--- src/sv/rv32s_pkg.sv ---
package rv32s_pkg;

  localparam int MemWords = 1024;
  localparam int MemAw = $clog2(MemWords);
  localparam int MemClearCycles = MemWords;

  localparam logic [6:0] OpReg    = 7'b0110011;
  localparam logic [6:0] OpImm    = 7'b0010011;
  localparam logic [6:0] OpLoad   = 7'b0000011;
  localparam logic [6:0] OpStore  = 7'b0100011;
  localparam logic [6:0] OpBranch = 7'b1100011;
  localparam logic [6:0] OpJump   = 7'b1101111;
  localparam logic [6:0] F7Mul    = 7'b1000000;
  localparam logic [6:0] F7Sub    = 7'b0100000;
  localparam logic [6:0] F7Zero   = 7'b0000000;

  typedef enum logic [3:0] {
    K_ADD, K_SUB, K_AND, K_OR, K_MUL, K_ADDI, K_ANDI, K_ORI,
    K_LW, K_SW, K_BEQ, K_JAL, K_BAD
  } kind_t;

  typedef struct packed {
    kind_t       kind;
    logic [4:0]  rd;
    logic [4:0]  rs1;
    logic [4:0]  rs2;
    logic [31:0] imm;
  } uop_t;

endpackage

--- src/sv/rv32s_decode.sv ---
module rv32s_decode (
  input  logic                clk,
  input  logic                rst,
  input  logic                in_valid,
  output logic                in_ready,
  input  logic [31:0]         instr_word,
  output logic                q_valid,
  input  logic                q_ready,
  output rv32s_pkg::uop_t     q_uop
);
  import rv32s_pkg::*;

  // Two-entry queue toward the execute side.
  uop_t       slot [2];
  logic       wptr;
  logic       rptr;
  logic [1:0] count;
  uop_t       dec;
  logic [6:0] op;
  logic [2:0] f3;
  logic [6:0] f7;
  logic       push;
  logic       pop;

  assign op = instr_word[6:0];
  assign f3 = instr_word[14:12];
  assign f7 = instr_word[31:25];

  always_comb begin
    dec.rd  = instr_word[11:7];
    dec.rs1 = instr_word[19:15];
    dec.rs2 = instr_word[24:20];
    dec.imm = {{20{instr_word[31]}}, instr_word[31:20]};
    dec.kind = K_BAD;
    case (op)
      OpReg: begin
        if (f7 == F7Zero && f3 == 3'd0) dec.kind = K_ADD;
        else if (f7 == F7Sub && f3 == 3'd0) dec.kind = K_SUB;
        else if (f7 == F7Zero && f3 == 3'd7) dec.kind = K_AND;
        else if (f7 == F7Zero && f3 == 3'd6) dec.kind = K_OR;
        else if (f7 == F7Mul && f3 == 3'd0) dec.kind = K_MUL;
      end
      OpImm: begin
        if (f3 == 3'd0) dec.kind = K_ADDI;
        else if (f3 == 3'd7) dec.kind = K_ANDI;
        else if (f3 == 3'd6) dec.kind = K_ORI;
      end
      OpLoad: begin
        if (f3 == 3'd2) dec.kind = K_LW;
      end
      OpStore: begin
        if (f3 == 3'd2) dec.kind = K_SW;
        dec.imm = {{20{instr_word[31]}}, instr_word[31:25], instr_word[11:7]};
      end
      OpBranch: begin
        if (f3 == 3'd0) dec.kind = K_BEQ;
        dec.imm = {{19{instr_word[31]}}, instr_word[31], instr_word[7],
                   instr_word[30:25], instr_word[11:8], 1'b0};
      end
      OpJump: begin
        dec.kind = K_JAL;
        dec.imm = {12'd0, instr_word[19:12], instr_word[20], instr_word[30:21], 1'b0};
      end
      default: dec.kind = K_BAD;
    endcase
  end

  assign in_ready = (count != 2'd2);
  assign push = in_valid && in_ready;
  assign pop = q_valid && q_ready;
  assign q_valid = (count != 2'd0);
  assign q_uop = slot[rptr];

  always_ff @(posedge clk) begin
    if (push) begin
      slot[wptr] <= dec;
    end
    if (rst) begin
      wptr <= 1'b0;
      rptr <= 1'b0;
      count <= 2'd0;
    end else begin
      if (push) wptr <= ~wptr;
      if (pop) rptr <= ~rptr;
      count <= count + {1'b0, push} - {1'b0, pop};
    end
  end

  a_count_max: assert property (@(posedge clk) disable iff (rst) count <= 2'd2)
    else $error("queue overflow");
  a_full_blocks: assert property (@(posedge clk) disable iff (rst)
    (count == 2'd2) |-> !in_ready) else $error("accept while full");
  a_empty_pop: assert property (@(posedge clk) disable iff (rst)
    (count == 2'd0) |-> !q_valid) else $error("pop from empty queue");
endmodule

--- config.mk ---
export PLATFORM = sky130hd
export DESIGN_NAME = rv32s_decode
export DESIGN_NICKNAME = d
export VERILOG_FILES = /design/src/sv/rv32s_pkg.sv /design/src/sv/rv32s_decode.sv
export SDC_FILE = /design/constraint.sdc
export NUM_CORES = 1
export LEC_CHECK = 0
export BUFFER_PORTS_ARGS = -buffer_cell sky130_fd_sc_hd__clkbuf_2
export CAP_MARGIN = 5
export CORE_AREA = 2 2 94 87
export CTS_CLUSTER_DIAMETER = 80
export DETAILED_ROUTE_END_ITERATION = 8
export DIE_AREA = 0 0 96 89
export GPL_ROUTABILITY_DRIVEN = 0
export HOLD_SLACK_MARGIN = 0.12
export MAX_ROUTING_LAYER = met4
export PLACE_DENSITY = 0.76
export SETUP_SLACK_MARGIN = 0.02
export SLEW_MARGIN = 20
export SYNTH_ARGS = -nofsm -noshare
export SYNTH_HDL_FRONTEND = slang
export SYNTH_SLANG_ARGS = --single-unit
--- constraint.sdc ---
create_clock -name clk -period 2.8 [get_ports clk]
set_input_delay 0.42 -clock clk [delete_from_list [all_inputs] [get_ports clk]]
set_output_delay 0.42 -clock clk [all_outputs]
set_load 0.005 [all_outputs]
# Word level (Yosys, flattened, before mapping)
# Memory sizes are Yosys's and may differ from the RTL's. A register that Yosys moved wholly into a read port is not among the register bits.
# Index checks and enable logic that the tools add are counted.
dict set report op_classes {
  n_bitwise 2
  n_mux 17
  addsub 2
  eq_ne 12
  reduce_logical 10
}
# cell n
set ops {}
lappend ops {{$pmux 32 s3} 1}
lappend ops {{$mux 4} 8}
lappend ops {{$pmux 4 s6} 1}
lappend ops {{$eq 7x6->1 const B} 3}
lappend ops {{$eq 7x7->1 const B} 3}
lappend ops {{$mux 3} 3}
lappend ops {{$eq 7x2->1 const B} 1}
lappend ops {{$eq 7x5->1 const B} 1}
lappend ops {{$logic_and 1x1->1} 7}
lappend ops {{$logic_not 7->1} 1}
lappend ops {{$eq 3x3->1 const B} 2}
lappend ops {{$mux 1} 4}
lappend ops {{$eq 3x2->1 const B} 1}
lappend ops {{$logic_not 3->1} 1}
lappend ops {{$add 2x1->2} 1}
lappend ops {{$ne 2x2->1 const B} 1}
lappend ops {{$not 1->1} 2}
lappend ops {{$reduce_bool 2->1} 1}
lappend ops {{$sub 2x1->2} 1}
dict set report word_totals {
  mem_bits_rw 102
  memories 1
  word_cells 47
  output_inout_bits 53
  inputBits 36
  ff_bits 4
}
# memory words word_bits read_ports rd_clocked_by_memory_dff write_ports line
set mem_list {}
lappend mem_list {slot 2 51 1 1 1 rv32s_decode.sv:14} ;# uop_t slot [2];

# Depth between registers and ports, before layout
# Gate-level depths: netlist of the first run.
dict set report depth {
  word_depth 8
  depth_mapped 8
  mapped_depth_nobuf 8
}

# Least setup slack after synthesis of the first run
# Ideal clock, no wire load.
dict set report synth_path {
  path_kind {register to register}
  startpoint {register count[0]}
  endpoint {memory slot[0][0] (netlist bit) (enable)}
  arrival_ns 2.266
  required_time_ns 2.363
  period_less_slack_ns 2.703
  path_buffers 0
  slack_ns 0.097
  path_stages_with_launch 4
  setup_time_ns 0.437
  path_cell_list {dfxtp_1 nand2b_1 nand2_1 nor2_1}
}
dict set report synth_between {
  elab_chain_len 4
}
# element line
set synth_rtl {}
lappend synth_rtl {{from (decl)} rv32s_decode.sv:17} ;# logic [1:0] count;
lappend synth_rtl {{from (signal assigned)} rv32s_decode.sv:85} ;# count <= count + {1'b0, push} - {1'b0, pop};
lappend synth_rtl {{$ne 2x2->1} rv32s_decode.sv:68} ;# assign in_ready = (count != 2'd2);
lappend synth_rtl {{via in_ready} rv32s_decode.sv:5} ;# output logic in_ready,
lappend synth_rtl {{$logic_and 1x1->1} rv32s_decode.sv:69} ;# assign push = in_valid && in_ready;
lappend synth_rtl {{$mux 1} rv32s_decode.sv:75} ;# if (push) begin
lappend synth_rtl {{$mux 1 (implied by the code)} rv32s_decode.sv:76} ;# slot[wptr] <= dec;
lappend synth_rtl {{to (decl)} rv32s_decode.sv:14}
# The timed path passes the listed nets, and every way through them passes these cells.

==> results.md, run 1 <==
### Outcome
• finished, final reports clean — run status

### Place
• 4520 um — DP Wirelength
• 396 — cell count after placement
• 88 — IO buf count

### Power
• 788.0 nW/um2 — Power Density
• 1.653 nW — leakage power
• 0.4666 mV — worst IR drop on VDD

### Critical path
• 1.68 ns — Arrival @ worst endpoint
• dfxtp_2 — Critical Path Slowest Stage Cell
• output port — CP endpoint kind
• 24 — maximum fanout encountered on the critical timing path
• 3 — depth of the critical timing path with buffers and inverters included
• 8 — depth of the most critical reg-to-reg path
• count[1]$_SDFF_PP0_ — worst reg2reg endpoint
• 2 — sum of buffers and inverters on the critical path
• reg2out — Worst Path Class, Setup
• q_uop[4] — capture point of the worst path
• buf_12, mux2_2, clkbuf_2 — cells along the critical path
• 0.97 ns — internal reg-to-reg setup slack
• 2.38 ns — required time of the critical path
• 0.62 ns — delay of the slowest cell on the worst path
• register — startpoint types
• flip-flops — CP top delay family
• count[1]$_SDFF_PP0_ — launch instance of the worst register-to-register path

### STA
• 62.32% — worst-case headroom to the max-slew limit
• 0.004223 ns — Worst Skew
• no — unrepaired setup endpoints after global routing
• 0 — total count of hold-check failures in the final report
• 0 ns — Setup TNS
• 2.105 ns — min cycle time layout
• 475.1 MHz — peak clock frequency supported by timing
• 0.5652 ns — slew at the pin closest to its max-slew limit
• 0 — setup-violating endpoint count in the final report
• 75.17% — Final period util
• 0 — Pins Over Slew Limit

### Synth
• 0% — fraction of registers with async set or reset after synthesis
• 263 — net count after synthesis
• 80 x edfxtp_1, 40 x mux2_2, 18 x nand2_1 — Commonest cells post-synth
• 225 — number of standard cells after synthesis
• 67.27% — share of the synthesized area in the top cell type
• 41 — distinct cell type count of the synthesized netlist
• edfxtp_1 — library cell with the largest summed area after synthesis
• edfxtp_1 — predominant post-synthesis flop cell
• edfxtp_1 — cell with the most instances after synthesis
• edfxtp_1 67%, mux2_2 13%, dfxtp_1 2.8% — top cells by area, synth
• 3571 um2 — area of the mapped netlist
• 85 — #FFs+latches synth
• 0 — number of warnings issued by yosys
• 15.87 um2 — Synth Area per Inst
• 80 — EDFF count, synth
• 70.08% — post-synthesis sequential area ratio

### GRT
• 0 — antenna violations before repair
• 16.14% — aggregate global-route resource usage
• 41 — largest net degree at the start of global routing
• 9729 um — global-route wire length before repair
• 2,038 — via count of the first global-routing pass
• 0 — overflow left after global routing

### Cells and area
• 412 — count of non-filler cells in the finished layout
• 0 — antenna diode count
• 614 — Filler Cells Inserted
• 57.19% — utilization after layout
• 349 — total number of nets in the final design
• 48.73% — share of post-route cells with drive strength above 1
• 19.62% — Area growth, synth to finish

### Run
• 0 — max capacitance violation total

### Floorplan
• 96 um — chip width
• 47.81% — initial standard-cell utilization of the core
• 7470 um2 — core region area
• 89 um — Die Height
• 8544 um2 — die outline area
• 89 — I/O pins
• 30 — std cell rows

### Clock tree
• 0 — number of hold-repair buffers added at the cts stage
• 0 — post-CTS repair timing setup buffer count
• 9 — number of buffers inserted during clock tree synthesis
• 0.34 ns — latest clock arrival within the worst-skew pair
• clkbuf_8 — root buffer selected by CTS
• 0.08 ns — clock input transition at the sequential cells of the worst setup and hold paths
• 2 — maximum root-to-sink buffer count
• done — clock tree from TritonCTS
• 3 — number of levels in the clock H-tree
• 85 — clk sink count
• 0 — CTS resizes

### Drt
• 15.99 um — average wire per standard cell
• 0 — ANT nets after route
• 97 — DR iter-0 viols
• 5.087 — via density per instance
• 4 — length of the first detailed-routing pass in iterations
• 0 — total DRC errors in the routed layout
• 2,096 — vias
• 6588 um — aggregate routed wire length

### Worst hold path
• in2reg — class of the tightest hold or removal check

[metal layers]
layer	track usage, %	wire (um)	vias to the layer above	share of wire [%]
met3	5.396	434	6	6.6
met4	4.286	55	0	0.83
met2	26.07	3214	70	49
li1	-	-	1022	-
met1	19.61	2884	998	44
met5	-	0	-	0
[how the worst min path moves through the flow]
stage | startpoint | to | slack, ns | cells past startpoint
after CTS | instr_word[17] | slot[0][39]$_DFFE_PP_ | 0.27 | 1
after floorplan | rptr$_SDFFE_PP0P_ | register | 0.48 | 2
after global placement | rptr$_SDFFE_PP0P_ | rptr$_SDFFE_PP0P_ | 0.50 | 2
final | instr_word[17] | slot[0][39]$_DFFE_PP_ | 0.28 | 1
after detailed placement | rptr$_SDFFE_PP0P_ | register | 0.52 | 2
after global routing | instr_word[16] | slot[0][38]$_DFFE_PP_ | 0.26 | 1
[cell usage in the layout, fill, tap and decap left out, types with 2 or more instances in the layout]
cell type  synthesis  final
a21o_1             8      8
a31oi_1            4      4
buf_4             11      4
clkbuf_2           1     88
clkbuf_8           0      9
clkinv_1           0      2
clkinv_4           0      3
dfxtp_1            5      4
edfxtp_1          80     80
ha_1               2      2
inv_1              4      4
mux2_2            40     40
nand2_1           18     18
nand3_1            5      5
nor2_1             8      7
nor3_1             3      3
o31ai_1            2      2
or3_1              2      2
xnor2_1            2      2
xor2_1             2      2
[layout make-up]
class	instances	area (um2)	share of cell area [%]
Clock buffer	10	127.6	2.988
Clock inverter	6	63.81	1.494
Inverter	4	15.01	0.3515
Multi-Input combinational cell	118	950.9	22.26
Sequential cell	85	2504	58.61
Tap cell	96	120.1	2.812
Timing Repair Buffer	93	490.5	11.48
[kinds of logic (layout without fill, tap and decap cells)]
kind of cell | count (synthesis) | count (layout) | share of synthesized area [%]
multiplexers | 40 | 40 | 12.61
XOR/XNOR | 4 | 4 | 0.9813
buffers and inverters | 22 | 113 | 3.539
flip-flops | 85 | 85 | 70.08
AND/OR/NAND/NOR | 48 | 48 | 7.148
adder cells (fa/ha/maj) | 2 | 2 | 0.7007
AO/OA/AOI/OAI | 24 | 24 | 4.940
[sequential cells by signal (all words and copies together), names as in the netlist, named ones only]
| register | flops |
|---|---|
| count | 2 |
| rptr | 1 |
| slot | 80 |
| wptr | 1 |
[stage by stage]
stage	total power, mW	hold slack (ns)	cell area, um2	worst slack, ns
2_1_floorplan	2.243	0.4811	3571	0.09680
3_3_place_gp	2.558	0.4991	4080	0.9018
3_5_place_dp	2.579	0.5173	4080	0.8677
4_1_cts	3.410	0.2668	4272	0.6399
5_1_grt	3.554	0.2612	4272	0.5877
6_report	3.366	0.2818	4272	0.6953
[power by group]
group / internal (mW) / leakage (nW) / switching [mW]
combinational: 0.436 / 0.777 / 0.408
clock: 0.412 / 0.0955 / 0.422
sequential: 1.61 / 0.780 / 0.0810
Note: power is estimated with default switching activity, not from simulation.
==> run 2, diff against run 1 <==
--- a/config.mk
+++ b/config.mk
@@ -7,14 +7,14 @@
 export LEC_CHECK = 0
 export BUFFER_PORTS_ARGS = -buffer_cell sky130_fd_sc_hd__clkbuf_2
 export CAP_MARGIN = 5
-export CORE_AREA = 2 2 94 87
+export CORE_AREA = 2 2 90 83
 export CTS_CLUSTER_DIAMETER = 80
 export DETAILED_ROUTE_END_ITERATION = 8
-export DIE_AREA = 0 0 96 89
+export DIE_AREA = 0 0 92 85
 export GPL_ROUTABILITY_DRIVEN = 0
 export HOLD_SLACK_MARGIN = 0.12
 export MAX_ROUTING_LAYER = met4
-export PLACE_DENSITY = 0.76
+export PLACE_DENSITY = 0.79
 export SETUP_SLACK_MARGIN = 0.02
 export SLEW_MARGIN = 20
 export SYNTH_ARGS = -nofsm -noshare
==> constraint.sdc (replaced) <==
create_clock -name clk -period 2.1 [get_ports clk]
set_input_delay 0.315 -clock clk [delete_from_list [all_inputs] [get_ports clk]]
set_output_delay 0.315 -clock clk [all_outputs]
set_load 0.005 [all_outputs]
==> run 2 against run 1 <==
  * Power grew 32%
  * Largest cell class unchanged
  * Worst setup slack lost 0.48 ns
  * Critical endpoint is now q_uop[20]
  * Die area shrank 8.5%
  * Largest power group unchanged
  * Register-to-register slack lost 0.69 ns
  * Critical path depth is the same
  * Final area grew 0.44%
  * Via count grew 2.4%
  * Routed wire length shrank 0.79%
  * Core utilization grew 5.0 points
  * Global-route usage grew 1.6 points
==> results.md, run 2 (synthesis gave the netlist of run 1 again) <==
### Outcome
• finished, final reports clean — run status

### STA
• 529.7 MHz — peak clock frequency supported by timing
• 0 — Pins Over Slew Limit, unchanged
• no — unrepaired setup endpoints after global routing
• 0 — setup-violating endpoint count in the final report, unchanged
• 0 ns — Setup TNS, unchanged
• 66.01% — worst-case headroom to the max-slew limit, +3.7 points
• 0 — total count of hold-check failures in the final report, unchanged
• 0.005574 ns — Worst Skew, +0.001351 ns
• 1.888 ns — min cycle time layout
• 89.89% — Final period util
• 0.5098 ns — slew at the pin closest to its max-slew limit, -0.05540 ns

### Critical path
• count[1]$_SDFF_PP0_ — worst reg2reg endpoint
• 8 — depth of the most critical reg-to-reg path, unchanged
• output port — CP endpoint kind
• 0.28 ns — internal reg-to-reg setup slack, -0.69 ns
• count[1]$_SDFF_PP0_ — launch instance of the worst register-to-register path
• reg2out — Worst Path Class, Setup
• 16 — maximum fanout encountered on the critical timing path, -33%
• 1.57 ns — Arrival @ worst endpoint, -0.11 ns
• 1.78 ns — required time of the critical path, -0.60 ns
• register — startpoint types

### Power
• 1037 nW/um2 — Power Density, +32%
• 0.6075 mV — worst IR drop on VDD, +30%
• 4.451 mW — post-layout power, +32%
• 1.670 nW — leakage power, +1.1%

### GRT
• 0 — overflow left after global routing, unchanged
• 2,131 — via count of the first global-routing pass, +4.6%
• 10,060 um — global-route wire length before repair, +3.4%
• 25 — largest net degree at the start of global routing, -39%
• 17.71% — aggregate global-route resource usage, +1.6 points
• 0 — antenna violations before repair, unchanged

### Drt
• 102 — DR iter-0 viols, +5.2%
• 6536 um — aggregate routed wire length, -0.79%
• 4 — length of the first detailed-routing pass in iterations, unchanged
• 0 — total DRC errors in the routed layout, unchanged
• 15.83 um — average wire per standard cell, -1.0%
• 0 — ANT nets after route, unchanged
• 5.196 — via density per instance, +2.1%
• 2,146 — vias, +2.4%

### Clock tree
• 0 — post-CTS repair timing setup buffer count, unchanged
• done — clock tree from TritonCTS
• 3 — number of levels in the clock H-tree, unchanged
• 85 — clk sink count, unchanged
• 9 — number of buffers inserted during clock tree synthesis, unchanged
• 0.33 ns — latest clock arrival within the worst-skew pair, about the same
• 2 — maximum root-to-sink buffer count, unchanged
• 0.08 ns — clock input transition at the sequential cells of the worst setup and hold paths, about the same
• clkbuf_8 — root buffer selected by CTS
• 0 — number of hold-repair buffers added at the cts stage, unchanged
• 0 — CTS resizes, unchanged

### Run
• 0 — max capacitance violation total, unchanged

### Cells and area
• 20.15% — Area growth, synth to finish
• 49.06% — share of post-route cells with drive strength above 1, +0.33 points
• slot — most flop-heavy register
• 354 — total number of nets in the final design, +1.4%
• clkbuf_2 — leading cell type in the layout, fill and taps excluded
• 0 — antenna diode count, unchanged
• slot (80), count (2) — largest registers ranked by flip-flop count
• 80 — max FFs per register, unchanged
• 575 — Filler Cells Inserted, -6.4%
• 88 x clkbuf_2, 80 x edfxtp_1, 40 x mux2_2 — most frequent cells in the layout

### Floorplan
• 92 um — chip width, -4.2%
• 89 — I/O pins, unchanged
• 29 — std cell rows, -3.3%
• 6894 um2 — core region area, -7.7%
• 7820 um2 — die outline area, -8.5%
• 51.80% — initial standard-cell utilization of the core, +4.0 points
• 85 um — Die Height, -4.5%

### Worst hold path
• 1 — Hold Path Cell Cnt, unchanged
• in2reg — class of the tightest hold or removal check
• slot[0][45]$_DFFE_PP_ — Endpoint, Worst Hold
• instr_word[10] — launch point of the worst hold path

### Place
• 4625 um — DP Wirelength, +2.3%
• 88 — IO buf count, unchanged

==> run 2: cell types whose count changed in the layout (fill, tap and decap cells not counted) <==
cell and change:
dfxtp_2 -1, clkinv_1 -2, clkbuf_1 +3, clkinv_2 +1, clkinv_4 -3, dfxtp_4 +1, buf_4 +5
==> run 2: where the power goes <==
group / internal, mW / leakage (nW) / switching (mW) / total (mW)
clock: 0.544 / 0.0875 / 0.504 / 1.05
combinational: 0.598 / 0.803 / 0.563 / 1.16
sequential: 2.15 / 0.780 / 0.0957 / 2.24
==> run 2: how the worst max path moves through the flow <==
| stage | start | to | slack, ns | cells after the start |
|---|---|---|---|---|
| finish | register | q_uop[20] | 0.21 | 3 |
| global placement | instr_word[26] | slot[0][49]$_DFFE_PP_ | 0.31 | 5 |
| detailed placement | count[1]$_SDFF_PP0_ | count[1]$_SDFF_PP0_ | 0.28 | 8 |
| global route | register | q_uop[20] | 0.11 | 3 |
| floorplan | count[0]$_SDFF_PP0_ | slot[0][0]$_DFFE_PP_ | 0.06 | 3 |
| CTS | register | q_uop[49] | 0.07 | 3 |
==> run 2: final cells by class <==
type	count	area, um2	area share (%)
inverters	4	15.01	0.3500
multi-input cells	118	950.9	22.16
flip-flops and latches	85	2506	58.41
repair buffers	98	528.0	12.31
clock inverters	2	35.03	0.8166
clock buffers	13	138.9	3.237
well taps	93	116.4	2.712
==> run 2: per-layer routing <==
metal | wire (um) | track usage, % | up-vias | share of wire (%)
met1 | 2799 | 21.70 | 1039 | 43
li1 | - | - | 1028 | -
met4 | 56 | 6.106 | 0 | 0.86
met5 | 0 | - | - | 0
met3 | 306 | 4.707 | 4 | 4.7
met2 | 3374 | 28.81 | 75 | 52
==> run 2: worst max-delay path: stages (launching register included) <==
cell,delay [ns]
dfxtp_4,0.47
buf_12,0.19
mux2_2,0.43
clkbuf_2,0.15
==> run 2: through the flow <==
step	cell area [um2]	std cells	hold WS, ns	util (%)	setup slack [ns]
floorplan	3573	225	0.3866	-	0.05821
global placement	4114	398	0.5005	59.67	0.3120
detailed placement	4114	398	0.5184	59.67	0.2806
CTS	4288	413	0.1662	62.20	0.07499
global route	4290	413	0.1613	62.23	0.1102
finish	4290	413	0.1856	62.23	0.2122
